==> config.mk <==
export PLATFORM = sky130hd
export DESIGN_NAME = psnr_ctrl
export DESIGN_NICKNAME = d
export VERILOG_FILES = /design/src/sv/psnr_pkg.sv /design/src/sv/psnr_ctrl.sv
export SDC_FILE = /design/constraint.sdc
export NUM_CORES = 1
export LEC_CHECK = 0
export BUFFER_PORTS_ARGS = -buffer_cell sky130_fd_sc_hd__buf_2
export CAP_MARGIN = 10
export CORE_MARGIN = 4
export CORE_UTILIZATION = 50
export CTS_CLUSTER_DIAMETER = 80
export DETAILED_ROUTE_END_ITERATION = 12
export PLACE_DENSITY = 0.74
export SYNTH_ARGS = -nofsm -noshare
export SYNTH_HDL_FRONTEND = slang
export SYNTH_SLANG_ARGS = --single-unit
==> constraint.sdc <==
create_clock -name clk -period 4.95 [get_ports clk]
set_clock_uncertainty 0.15 [all_clocks]
set_input_delay 0.2475 -clock clk [delete_from_list [all_inputs] [get_ports clk]]
set_output_delay 0.2475 -clock clk [all_outputs]
set_load 0.05 [all_outputs]
==> src/sv/psnr_pkg.sv <==
// shared constants, codes and command/status types for the psnr metric core
// no dependencies
package psnr_pkg;

  localparam int SAMPLE_BITS = 24;
  localparam int MAX_SAMPLES = 16384;
  localparam int CNT_W = $clog2(MAX_SAMPLES + 1);
  localparam int SUM_W = 64;
  localparam int LOG_W = 22;                 // q6.16 logarithm
  localparam int DIV_W = SAMPLE_BITS + 12;   // dividend bits of the ratio
  localparam int PROD_W = LOG_W + 18;
  localparam logic [17:0] TEN_LOG10_2_Q16 = 18'd197283;
  localparam int FRAC_STEPS = 16;
  localparam int NORM_STEPS = 6;

  localparam logic [4:0] OP_NOP      = 5'd0;
  localparam logic [4:0] OP_CAPTURE  = 5'd1;
  localparam logic [4:0] OP_DIFF     = 5'd2;
  localparam logic [4:0] OP_SQUARE   = 5'd3;
  localparam logic [4:0] OP_ACCUM    = 5'd4;
  localparam logic [4:0] OP_RANGE    = 5'd5;
  localparam logic [4:0] OP_RSQ      = 5'd6;
  localparam logic [4:0] OP_NUM_LO   = 5'd7;
  localparam logic [4:0] OP_NUM_HI   = 5'd8;
  localparam logic [4:0] OP_LOG_LOAD = 5'd9;
  localparam logic [4:0] OP_LOG_NORM = 5'd10;
  localparam logic [4:0] OP_LOG_MANT = 5'd11;
  localparam logic [4:0] OP_LOG_FRAC = 5'd12;
  localparam logic [4:0] OP_LOG_SAVE = 5'd13;
  localparam logic [4:0] OP_PSNR_MUL = 5'd14;
  localparam logic [4:0] OP_DIV_INIT = 5'd15;
  localparam logic [4:0] OP_DIV_STEP = 5'd16;
  localparam logic [4:0] OP_OUTPUT   = 5'd17;

  typedef struct packed {
    logic [4:0] op;
    logic [5:0] step;
    logic       second;   // log of the error sum rather than the numerator
  } cmd_t;

  typedef struct packed {
    logic last;
  } status_t;

endpackage

==> src/sv/psnr_ctrl.sv <==
// sequencer for the psnr metric core: per-item accumulation and the final math
// depends on psnr_pkg
module psnr_ctrl (
  input  logic              clk,
  input  logic              rst_n,
  input  logic              in_valid,
  output logic              in_stall,
  output logic              out_valid,
  input  logic              out_stall,
  input  psnr_pkg::status_t sts,
  output psnr_pkg::cmd_t    cmd
);

  localparam logic [4:0] S_IDLE  = 5'd0;
  localparam logic [4:0] S_DIFF  = 5'd1;
  localparam logic [4:0] S_SQ    = 5'd2;
  localparam logic [4:0] S_ACC   = 5'd3;
  localparam logic [4:0] S_RANGE = 5'd4;
  localparam logic [4:0] S_RSQ   = 5'd5;
  localparam logic [4:0] S_NLO   = 5'd6;
  localparam logic [4:0] S_NHI   = 5'd7;
  localparam logic [4:0] S_LLOAD = 5'd8;
  localparam logic [4:0] S_LNORM = 5'd9;
  localparam logic [4:0] S_LMANT = 5'd10;
  localparam logic [4:0] S_LFRAC = 5'd11;
  localparam logic [4:0] S_LSAVE = 5'd12;
  localparam logic [4:0] S_PMUL  = 5'd13;
  localparam logic [4:0] S_DINIT = 5'd14;
  localparam logic [4:0] S_DSTEP = 5'd15;
  localparam logic [4:0] S_OUT   = 5'd16;

  logic [4:0] state_r, state_nxt;
  logic [5:0] cnt_r, cnt_nxt;
  logic       second_r, second_nxt;
  logic       out_valid_r, out_valid_nxt;

  assign in_stall  = (state_r != S_IDLE);
  assign out_valid = out_valid_r;

  always_comb begin
    state_nxt     = state_r;
    cnt_nxt       = cnt_r;
    second_nxt    = second_r;
    out_valid_nxt = out_valid_r & out_stall;
    cmd.op        = psnr_pkg::OP_NOP;
    cmd.step      = cnt_r;
    cmd.second    = second_r;
    case (state_r)
      S_IDLE: begin
        if (in_valid) begin
          cmd.op    = psnr_pkg::OP_CAPTURE;
          state_nxt = S_DIFF;
        end
      end
      S_DIFF: begin
        cmd.op    = psnr_pkg::OP_DIFF;
        state_nxt = S_SQ;
      end
      S_SQ: begin
        cmd.op    = psnr_pkg::OP_SQUARE;
        state_nxt = S_ACC;
      end
      S_ACC: begin
        cmd.op    = psnr_pkg::OP_ACCUM;
        state_nxt = sts.last ? S_RANGE : S_IDLE;
      end
      S_RANGE: begin
        cmd.op    = psnr_pkg::OP_RANGE;
        state_nxt = S_RSQ;
      end
      S_RSQ: begin
        cmd.op    = psnr_pkg::OP_RSQ;
        state_nxt = S_NLO;
      end
      S_NLO: begin
        cmd.op    = psnr_pkg::OP_NUM_LO;
        state_nxt = S_NHI;
      end
      S_NHI: begin
        cmd.op     = psnr_pkg::OP_NUM_HI;
        second_nxt = 1'b0;
        state_nxt  = S_LLOAD;
      end
      S_LLOAD: begin
        cmd.op    = psnr_pkg::OP_LOG_LOAD;
        cnt_nxt   = '0;
        state_nxt = S_LNORM;
      end
      S_LNORM: begin
        cmd.op = psnr_pkg::OP_LOG_NORM;
        if (cnt_r == 6'(psnr_pkg::NORM_STEPS - 1)) begin
          state_nxt = S_LMANT;
        end else begin
          cnt_nxt = cnt_r + 6'd1;
        end
      end
      S_LMANT: begin
        cmd.op    = psnr_pkg::OP_LOG_MANT;
        cnt_nxt   = '0;
        state_nxt = S_LFRAC;
      end
      S_LFRAC: begin
        cmd.op = psnr_pkg::OP_LOG_FRAC;
        if (cnt_r == 6'(psnr_pkg::FRAC_STEPS - 1)) begin
          state_nxt = S_LSAVE;
        end else begin
          cnt_nxt = cnt_r + 6'd1;
        end
      end
      S_LSAVE: begin
        cmd.op = psnr_pkg::OP_LOG_SAVE;
        if (second_r) begin
          state_nxt = S_PMUL;
        end else begin
          second_nxt = 1'b1;
          state_nxt  = S_LLOAD;
        end
      end
      S_PMUL: begin
        cmd.op    = psnr_pkg::OP_PSNR_MUL;
        state_nxt = S_DINIT;
      end
      S_DINIT: begin
        cmd.op    = psnr_pkg::OP_DIV_INIT;
        cnt_nxt   = '0;
        state_nxt = S_DSTEP;
      end
      S_DSTEP: begin
        cmd.op = psnr_pkg::OP_DIV_STEP;
        if (cnt_r == 6'(psnr_pkg::DIV_W - 1)) begin
          state_nxt = S_OUT;
        end else begin
          cnt_nxt = cnt_r + 6'd1;
        end
      end
      S_OUT: begin
        // wait until the output register is free
        if (!(out_valid_r && out_stall)) begin
          cmd.op        = psnr_pkg::OP_OUTPUT;
          out_valid_nxt = 1'b1;
          state_nxt     = S_IDLE;
        end
      end
      default: begin
        state_nxt = S_IDLE;
      end
    endcase
  end

  always_ff @(posedge clk) begin
    if (!rst_n) begin
      state_r     <= S_IDLE;
      cnt_r       <= '0;
      second_r    <= 1'b0;
      out_valid_r <= 1'b0;
    end else begin
      state_r     <= state_nxt;
      cnt_r       <= cnt_nxt;
      second_r    <= second_nxt;
      out_valid_r <= out_valid_nxt;
    end
  end

`ifndef SYNTHESIS
  a_out_from_final: assert property (@(posedge clk) disable iff (!rst_n)
    $rose(out_valid_r) |-> $past(state_r) == S_OUT)
    else $error("result appeared outside the output step");
  a_no_overwrite: assert property (@(posedge clk) disable iff (!rst_n)
    (cmd.op == psnr_pkg::OP_OUTPUT) |-> !(out_valid_r && out_stall))
    else $error("waiting result overwritten");
  a_accept_starts: assert property (@(posedge clk) disable iff (!rst_n)
    (in_valid && !in_stall) |=> state_r == S_DIFF)
    else $error("accepted item not processed");
  a_div_ends: assert property (@(posedge clk) disable iff (!rst_n)
    (state_r == S_DSTEP && cnt_r == 6'(psnr_pkg::DIV_W - 1)) |=> state_r == S_OUT)
    else $error("divider did not finish");
`endif

endmodule

==> summary.md, run 1 <==
| Metric | Value |
|---|---|
| Status | `complete, no violations` |
| Critical Path Source Type | `flop` |
| Post-CTS Setup Bufs | `0` |
| Synth Flop Type | `dfxtp_1` |
| Final hold vios | `0` |
| Clock network latency to the later pin of the worst-skew pair | `280 ps` |
| Vias in the first global route | `771` |
| Internal | `0.155 mW` |
| Starting Density | `0.533` |
| Hold_buf cts | `0` |
| Logic pwr share | `0.231` |
| Antenna violations before repair | `0` |
| RSZ-0062 raised after global routing | `no` |
| Async S/R FF share, synth | `0` |
| Tmin final | `2190 ps` |
| Slew Limit Fails | `0` |
| CP max FO | `11` |
| #FFs+latches synth | `13` |
| Hold depth | `2` |
| Static Leak | `0.434 nW` |
| Total die area | `2590 um2` |
| Max Fclk | `0.456 GHz` |
| FF-to-FF setup slack | `3090 ps` |
| Syn Nets | `118` |
| Longest Clk Path Bufs | `2` |
| Crit path arrival time | `1790 ps` |
| Total CTS buffers | `3` |
| Routed via count | `837` |
| Slew headroom | `0.646` |
| Nets@finish | `134` |
| Slowest stage delay, CP | `430 ps` |
| EDFF count, synth | `0` |
| Largest net degree at the start of global routing | `13` |
| DRC | `0` |
| Core area | `1730 um2` |
| Crit-path cells | `nor3_1 > nand2_1 > a221oi_1 > buf_2` |
| # resized after CTS | `0` |
| Die Ht | `50.9 um` |
| Final WL | `1950 um` |
| Drt first pass iters | `4` |
| Area growth syn-to-layout | `7.34%` |
| Clk slew on worst S/H paths | `90 ps` |
| Via/cell ratio | `5.54` |
| Die Wd | `50.9 um` |
| Port Buffers | `18` |
| Slowest cell on the critical path | `dfxtp_1` |
| GRT Residual Overflow | `0` |
| Layout cells sized above 1 | `0.270` |
| Reg2reg path depth | `5` |
| Register share of total power | `0.481` |
| Rows | `15` |
| # IOs | `19` |
| Syn Std Cell Area | `921 um2` |
| Clock power share | `0.288` |
| Worst Setup End Kind | `output port` |
| Total GRT Usage | `0.163` |
| Hold Crit Class | `input port to flop` |
| Post-synthesis sequential area ratio | `0.283` |
| YS warnings | `0` |
| Pwr dens | `243 nW/um2` |
| CTS tree | `built` |
| Synth unique cells | `40` |
| Max VDD drop | `0.000164 V` |
| Mean post-synth cell area | `8.30 um2` |
| Sw frac | `0.357` |
| Dpl cells | `147` |
| Htree depth | `1` |
| Antenna Nets Post-Route | `0` |
| Root Driver | `clkbuf_4` |
| Setup-failing EPs final | `0` |
| Worst slew pin tran | `528 ps` |
| Hpwl dp | `1440 um` |
| Layout Cells excl Fill | `151` |
| Worst Path Required | `4550 ps` |
| DRT iter0 DRCs | `16` |
| CTS sink count | `13` |
| Number of max-cap violations | `0` |
| Switch Pwr | `0.0860 mW` |
| Wire per inst | `12.9 um` |
| Global-route wire length before repair | `3270 um` |
| RePlAce Congestion | `0.874` |
| Mapped Cells | `111` |
| Setup TNS | `0 ps` |
| Critical path class | `flop to output port` |
| Antenna diode count | `0` |
| Fin crit share | `0.443` |
power groups by stage:
stage	registers [mW]	logic (mW)	clock network, mW
2_1_floorplan	0.111	0.0557	0
3_3_place_gp	0.117	0.0554	0
3_5_place_dp	0.118	0.0558	0
4_1_cts	0.115	0.0560	0.0682
5_1_grt	0.116	0.0602	0.0757
6_report	0.116	0.0556	0.0692
cells in the final DEF, fill, tap and decap left out, types with 2 or more instances in the layout:
master,instances
xnor2_1,2
o21ai_0,4
nor3_1,2
nor2_1,13
and3_1,3
o21a_1,2
nand2_1,13
o21ai_1,2
nand3_1,6
ha_1,2
clkbuf_4,3
xor2_1,5
dfxtp_1,13
nand4_2,2
buf_2,18
and2b_2,3
or4_1,2
inv_1,4
nand4bb_1,2
a21oi_1,5
final cells by class:
class / count / area [um2]
Clock buffer: 4 / 26.3
Timing Repair Buffer: 18 / 90.1
Multi-Input combinational cell: 87 / 566
Sequential cell: 13 / 260
Inverter: 4 / 15.0
Tap cell: 25 / 31.3
Fill cell: 173 / 738
critical path: cells and delay by family, from the launching register on:
kind                   cells  cell delay [ps]
AO/OA/AOI/OAI              1              280
flip-flops                 1              430
AND/OR/NAND/NOR            2              490
buffers and inverters      1              310
per-layer routing:
layer	GRT usage	wire length [um]	share of wire	vias to the layer above
li1	-	-	-	417
met1	0.198	887	0.45	381
met2	0.266	911	0.47	31
met3	0.0408	113	0.058	8
met4	0.0762	41	0.021	0
met5	0	0	0	-
cells by family after synthesis:
logic type | count (synthesis) | synth area share
fa+ha+maj | 2 | 0.0272
flops | 13 | 0.283
compound gates | 23 | 0.181
simple gates | 55 | 0.340
buf+inv | 11 | 0.103
xor+xnor | 7 | 0.0666
state kept, by name, indices dropped and copies added, names as in the netlist:
register / cells
state_r: 5
out_valid: 1
second_r: 1
cnt_r: 6
synth_stat cells, types with 2 or more instances:
| cell type | n | area [um2] |
|---|---|---|
| o21ai_0 | 4 | 20.0 |
| a21oi_1 | 5 | 25.0 |
| and3_1 | 3 | 18.8 |
| nor2_1 | 13 | 48.8 |
| or4_1 | 2 | 15.0 |
| o21ai_1 | 2 | 10.0 |
| nand2_1 | 13 | 48.8 |
| ha_1 | 2 | 25.0 |
| inv_1 | 4 | 15.0 |
| and2b_2 | 3 | 26.3 |
| o21a_1 | 2 | 15.0 |
| nor3_1 | 2 | 10.0 |
| xnor2_1 | 2 | 17.5 |
| buf_6 | 4 | 45.0 |
| xor2_1 | 5 | 43.8 |
| clkbuf_8 | 2 | 27.5 |
| dfxtp_1 | 13 | 260 |
| nand4bb_1 | 2 | 22.5 |
| nand3_1 | 6 | 30.0 |
| nand4_2 | 2 | 25.0 |
worst paths after layout:
kind,start,to
min,rst_n,state_r[0]$_SDFFE_PN0P_
min reg2reg,cnt_r[1]$_SDFFE_PN0P_,cnt_r[1]$_SDFFE_PN0P_
max,state_r[1]$_SDFFE_PN0P_,cmd[7]
max reg2reg,state_r[1]$_SDFFE_PN0P_,cnt_r[1]$_SDFFE_PN0P_
through the flow:
step           total power [mW]  hold WS (ps)   util  instance area [um2]  setup WS (ps)
2_1_floorplan             0.167           281      -                  921           2530
3_5_place_dp              0.173           363  0.557                  962           3100
4_1_cts                   0.239           128  0.572                  988           2790
5_1_grt                   0.252           134  0.572                  988           2630
3_3_place_gp              0.172           362  0.557                  962           3110
6_report                  0.241           128  0.572                  988           2760
No activity file was read; power rests on OpenSTA's default activity.
==> run 2, diff against run 1 <==
==> constraint.sdc (replaced) <==
create_clock -name clk -period 2.2 [get_ports clk]
set_clock_uncertainty 0.15 [all_clocks]
set_input_delay 0.11 -clock clk [delete_from_list [all_inputs] [get_ports clk]]
set_output_delay 0.11 -clock clk [all_outputs]
set_load 0.05 [all_outputs]
==> summary.md, run 2 (synthesis gave the netlist of run 1 again) <==
| Metric | Value |
|---|---|
| Hold WS | `249 ps (+121 ps)` |
| Setup TNS | `0 ps (unchanged)` |
| Htree depth | `1 (unchanged)` |
| RePlAce Congestion | `0.870 (-0.43%)` |
| Routed via count | `855 (+2.2%)` |
| Drt first pass iters | `4 (unchanged)` |
| Slew Limit Fails | `0 (unchanged)` |
| Final WL | `1920 um (-1.8%)` |
| Nets@finish | `136 (+1.5%)` |
| Antenna violations before repair | `0 (unchanged)` |
| Register name with the most flops | `cnt_r` |
| Static Leak | `0.445 nW (+2.5%)` |
| DP Worst Slack | `393 ps (-2710 ps)` |
| Slack of the critical path | `98.1 ps (-2660 ps)` |
| Port Buffers | `18 (unchanged)` |
| Family with the most delay on the worst path | `simple AND/OR/NAND/NOR gates` |
| Area growth syn-to-layout | `10.2%` |
| Antenna diode count | `0 (unchanged)` |
| Crit path buffers/inverters | `1 (unchanged)` |
| Layout Cells excl Fill | `153 (+1.3%)` |
| Total die area | `2590 um2 (unchanged)` |
| Status | `complete, no violations` |
| Rows | `15 (unchanged)` |
| Fin crit share | `0.955` |
| Worst Setup End Kind | `output port` |
| Total CTS buffers | `3 (unchanged)` |
| CP max FO | `11 (unchanged)` |
| Die Ht | `50.9 um (unchanged)` |
| FF-to-FF setup slack | `380 ps (-2710 ps)` |
| Slew headroom | `0.672 (+0.0263)` |
| Max Fclk | `0.476 GHz` |
| CTS sink count | `13 (unchanged)` |
| Max VDD drop | `0.000452 V (+180%)` |
| RSZ-0062 raised after global routing | `no` |
| Post-route core utilization | `0.588 (+0.0152)` |
| Most frequent cells in the layout | `buf_2, nor2_1, nand2_1, dfxtp_1, nand3_1` |
| Pwr dens | `532 nW/um2 (+120%)` |
| Registers with the most flip-flops | `cnt_r: 6 flops, state_r: 5 flops` |
| Largest register FFs | `6 (unchanged)` |
| Antenna Nets Post-Route | `0 (unchanged)` |
| Number of max-cap violations | `0 (unchanged)` |
| Post-CTS Setup Bufs | `0 (unchanged)` |
| Clk slew on worst S/H paths | `80 ps (about the same)` |
| Largest net degree at the start of global routing | `13 (unchanged)` |
| DRT iter0 DRCs | `14 (-2)` |
| Longest Clk Path Bufs | `2 (unchanged)` |
| Vias in the first global route | `780 (+1.2%)` |
| Core area | `1730 um2 (unchanged)` |
| Critical path class | `flop to output port` |
| Dpl cells | `147 (unchanged)` |
| GRT Residual Overflow | `0 (unchanged)` |
| CTS tree | `built` |
| Hold Crit Class | `input port to flop` |
| Fillcell total | `174 (+0.58%)` |
| Final hold vios | `0 (unchanged)` |
| Die Wd | `50.9 um (unchanged)` |
| Critical Path Source Type | `flop` |
| Starting Density | `0.533 (unchanged)` |
| DRC | `0 (unchanged)` |
| Clock network latency to the later pin of the worst-skew pair | `280 ps (about the same)` |
| Commonest non-fill, non-tap cell in the layout | `buf_2` |
| Slowest cell on the critical path | `nor3_1` |
| Wire per inst | `12.5 um (-3.1%)` |
| Global-route wire length before repair | `3360 um (+2.8%)` |
| Crit path arrival time | `1840 ps (+50 ps)` |
| Root Driver | `clkbuf_4` |
| Via/cell ratio | `5.59 (+0.82%)` |
| Setup-failing EPs final | `0 (unchanged)` |
| Pwr Total | `0.540 mW (+120%)` |
| Worst slew pin tran | `489 ps (-39.2 ps)` |
| Total GRT Usage | `0.168 (+0.00530)` |
| Layout cells sized above 1 | `0.273 (+0.00360)` |
| Tmin final | `2100 ps` |
| Slowest stage delay, CP | `440 ps (about the same)` |
| Crit-path cells | `nor3_1 > nand2_1 > a221oi_2 > buf_2` |
| # IOs | `19 (unchanged)` |
| Hpwl dp | `1440 um (-0.10%)` |
| DP Area | `968 um2 (+0.65%)` |
| Worst Path Required | `1940 ps (-2610 ps)` |
| Finished Cell Area | `1010 um2 (+2.7%)` |
run 2: cell types whose count changed in the layout (fill, tap and decap cells not counted), sizes merged:
cell | before | now
dlygate4sd3 | 0 | 2
run 2: area by class of cell:
class	instances	area, um2	area share
sequential	13	260	0.256
tap	25	31.3	0.0308
multi-input combinational	87	572	0.564
timing repair buffer	20	110	0.109
inverter	4	15.0	0.0148
clock buffer	4	26.3	0.0259
run 2: repair_timing:
item	CTS	global route
gates resized for setup	0	0
hold endpoints to repair	5	0
hold buffers	2	0
run 2: routing by layer:
metal / GRT usage / up-vias / part of all wire
li1: - / 426 / -
met1: 0.204 / 399 / 0.46
met2: 0.273 / 26 / 0.46
met3: 0.0379 / 4 / 0.060
met4: 0.0897 / 0 / 0.016
met5: 0 / - / 0
run 2: path summary, 6_finish.rpt:
| path | end | start | depth (start not counted) |
|---|---|---|---|
| worst max register to register | state_r[2]$_SDFFE_PN0P_ | state_r[4]$_SDFFE_PN0P_ | 5 |
| worst min register to register | cnt_r[1]$_SDFFE_PN0P_ | cnt_r[1]$_SDFFE_PN0P_ | 2 |
| worst min-delay path | state_r[2]$_SDFFE_PN0P_ | sts | 6 |
| worst max-delay path | cmd[7] | state_r[1]$_SDFFE_PN0P_ | 4 |
run 2: worst min-delay path, stage by stage:
cell and delay (ps):
buf_2 90, nor2_1 70, o21ai_0 70, a21oi_1 130, or4_1 120, o21ai_1 50
run 2: where the power goes:
part,internal [mW],switching (mW)
sequential,0.241,0.0188
clock,0.0704,0.0788
combinational,0.0396,0.0911
total,0.351,0.189
==> run 3, diff against run 2 <==
--- a/config.mk
+++ b/config.mk
@@ -12,6 +12,7 @@
 export CTS_CLUSTER_DIAMETER = 80
 export DETAILED_ROUTE_END_ITERATION = 12
 export PLACE_DENSITY = 0.74
+export SETUP_SLACK_MARGIN = 0.2
 export SYNTH_ARGS = -nofsm -noshare
 export SYNTH_HDL_FRONTEND = slang
 export SYNTH_SLANG_ARGS = --single-unit
==> summary.md, run 3 (synthesis gave the netlist of run 1 again) <==
| Metric | Value |
|---|---|
| Status | `complete, no violations` |
| Antenna diode count | `0 (unchanged)` |
| Commonest non-fill, non-tap cell in the layout | `buf_2` |
| Die Ht | `50.9 um (unchanged)` |
| Clk slew on worst S/H paths | `90 ps (about the same)` |
| Layout cells sized above 1 | `0.328 (+0.0547)` |
| Total die area | `2590 um2 (unchanged)` |
| Hold Crit Class | `input port to flop` |
| Most frequent cells in the layout | `buf_2, nor2_1, nand2_1, dfxtp_1` |
| Slew Limit Fails | `0 (unchanged)` |
| Pwr dens | `535 nW/um2 (+0.56%)` |
| DP Worst Slack | `392 ps (-1.76 ps)` |
| Max Fclk | `0.529 GHz (+11%)` |
| Drt first pass iters | `4 (unchanged)` |
| Largest register FFs | `6 (unchanged)` |
| Via/cell ratio | `5.67 (+1.5%)` |
| CP max FO | `11 (unchanged)` |
| CTS sink count | `13 (unchanged)` |
| Logic pwr share | `0.238 (-0.004)` |
| Register name with the most flops | `cnt_r` |
| Setup TNS | `0 ps (unchanged)` |
| Global-route wire length before repair | `3690 um (+9.9%)` |
| # IOs | `19 (unchanged)` |
| Area growth syn-to-layout | `12.5%` |
| GRT Residual Overflow | `0 (unchanged)` |
| Static Leak | `0.451 nW (+1.5%)` |
| Hpwl dp | `1470 um (+2.3%)` |
| Worst slew pin tran | `524 ps (+35.0 ps)` |
| Reg2reg path depth | `5 (unchanged)` |
| Max VDD drop | `0.000476 V (+5.4%)` |
| Switch Pwr | `0.199 mW (+5.4%)` |
| Number of max-cap violations | `0 (unchanged)` |
| Crit path from | `state_r[1]$_SDFFE_PN0P_` |
| Root Driver | `clkbuf_4` |
| Die Wd | `50.9 um (unchanged)` |
| Critical Path Source Type | `flop` |
| Antenna violations before repair | `0 (unchanged)` |
| Port Buffers | `18 (unchanged)` |
| Rows | `15 (unchanged)` |
| Longest Clk Path Bufs | `2 (unchanged)` |
| CTS tree | `built` |
| Wire per inst | `13.8 um (+10%)` |
| Clock network latency to the later pin of the worst-skew pair | `290 ps (about the same)` |
| Critical path class | `flop to output port` |
| Slew headroom | `0.648 (-0.0234)` |
| Hold_sp | `sts` |
| Nets@finish | `136 (unchanged)` |
| Total GRT Usage | `0.190 (+0.0217)` |
| Starting Density | `0.533 (unchanged)` |
| Final hold vios | `0 (unchanged)` |
| Worst Path Required | `1940 ps (about the same)` |
| Storage cell area | `268 um2 (+2.9%)` |
| Sw frac | `0.359 (+0.00945)` |
| Setup-failing EPs final | `0 (unchanged)` |
| RePlAce Congestion | `0.886 (+1.8%)` |
| Final WL | `2120 um (+10%)` |
| Crit path arrival time | `1630 ps (-210 ps)` |
| Vias in the first global route | `878 (+13%)` |
| Register share of total power | `0.478 (-0.004)` |
| DRT iter0 DRCs | `18 (+4)` |
| Fillcell total | `175 (+0.57%)` |
| Antenna Nets Post-Route | `0 (unchanged)` |
| Tmin final | `1890 ps (-213 ps)` |
| RSZ-0062 raised after global routing | `no` |
| Total CTS buffers | `3 (unchanged)` |
| DRC | `0 (unchanged)` |
| Post-CTS Setup Bufs | `0 (unchanged)` |
| Worst reg2reg startpoint | `state_r[1]$_SDFFE_PN0P_` |
| Slack of the critical path | `311 ps (+213 ps)` |
| Worst Setup End Kind | `output port` |
| Core area | `1730 um2 (unchanged)` |
| Registers with the most flip-flops | `cnt_r: 6 flops, state_r: 5 flops` |
| Fin crit share | `0.859 (-0.0968)` |
| Clock power share | `0.284 (+0.008)` |
| Htree depth | `1 (unchanged)` |
| Routed via count | `868 (+1.5%)` |
| Hold depth | `6 (unchanged)` |
| Multi-input gate area | `583 um2 (+2.0%)` |
| Internal | `0.355 mW (+1.2%)` |
| Largest net degree at the start of global routing | `13 (unchanged)` |
[run 3: cell types whose count changed in the layout (fill, tap and decap cells not counted)]
cell	delta
buf_2	-1
clkbuf_4	+1
dfxtp_1	-6
dfxtp_2	+6
nor3_1	-1
nor3_4	+1
[run 3: worst max-delay path, cell delays in order, from the launching register on]
cell	delay (ps)
dfxtp_2	480
nand3_1	170
or2_2	340
o21ai_1	90
clkbuf_4	240
[run 3: worst paths after layout]
check                                 end  slack (ps)
hold reg to reg     second_r$_SDFFE_PN0P_         390
setup reg to reg    cnt_r[1]$_SDFFE_PN0P_         380
hold / removal    state_r[2]$_SDFFE_PN0P_         240
setup / recovery                  cmd[11]         310
[run 3: metal layers]
| metal | wire (um) | GRT usage |
|---|---|---|
| met3 | 144 | 0.0466 |
| met2 | 1030 | 0.322 |
| met4 | 65 | 0.126 |
| met5 | 0 | 0 |
| met1 | 881 | 0.207 |
[run 3: metrics by stage]
step	cell area [um2]	hold WS (ps)	instances	util	power (mW)
CTS	1020	235	153	0.593	0.552
global placement	970	278	147	0.562	0.391
finish	1040	239	153	0.600	0.554
global route	1040	334	153	0.600	0.586
detailed placement	970	294	147	0.562	0.393
floorplan	928	144	111	-	0.379
[run 3: layout make-up]
cell class | count | share of cell area
Multi-Input combinational cell | 87 | 0.563
Sequential cell | 13 | 0.258
Timing Repair Buffer | 20 | 0.109
Tap cell | 25 | 0.0302
Clock buffer | 4 | 0.0254
Inverter | 4 | 0.0145
[run 3: what timing repair did]
action,CTS,global route
pin swaps,0,0
endpoints found under the hold margin,5,0
setup endpoints to repair,2,2
hold buffers,2,0
gates resized for setup,4,4
[run 3: power by group through the flow]
stage          Clock (mW)  Sequential (mW)  Combinational (mW)
2_1_floorplan           0            0.250               0.128
3_3_place_gp            0            0.264               0.127
3_5_place_dp            0            0.266               0.127
4_1_cts             0.159            0.262               0.131
5_1_grt             0.176            0.265               0.144
6_report            0.157            0.265               0.132
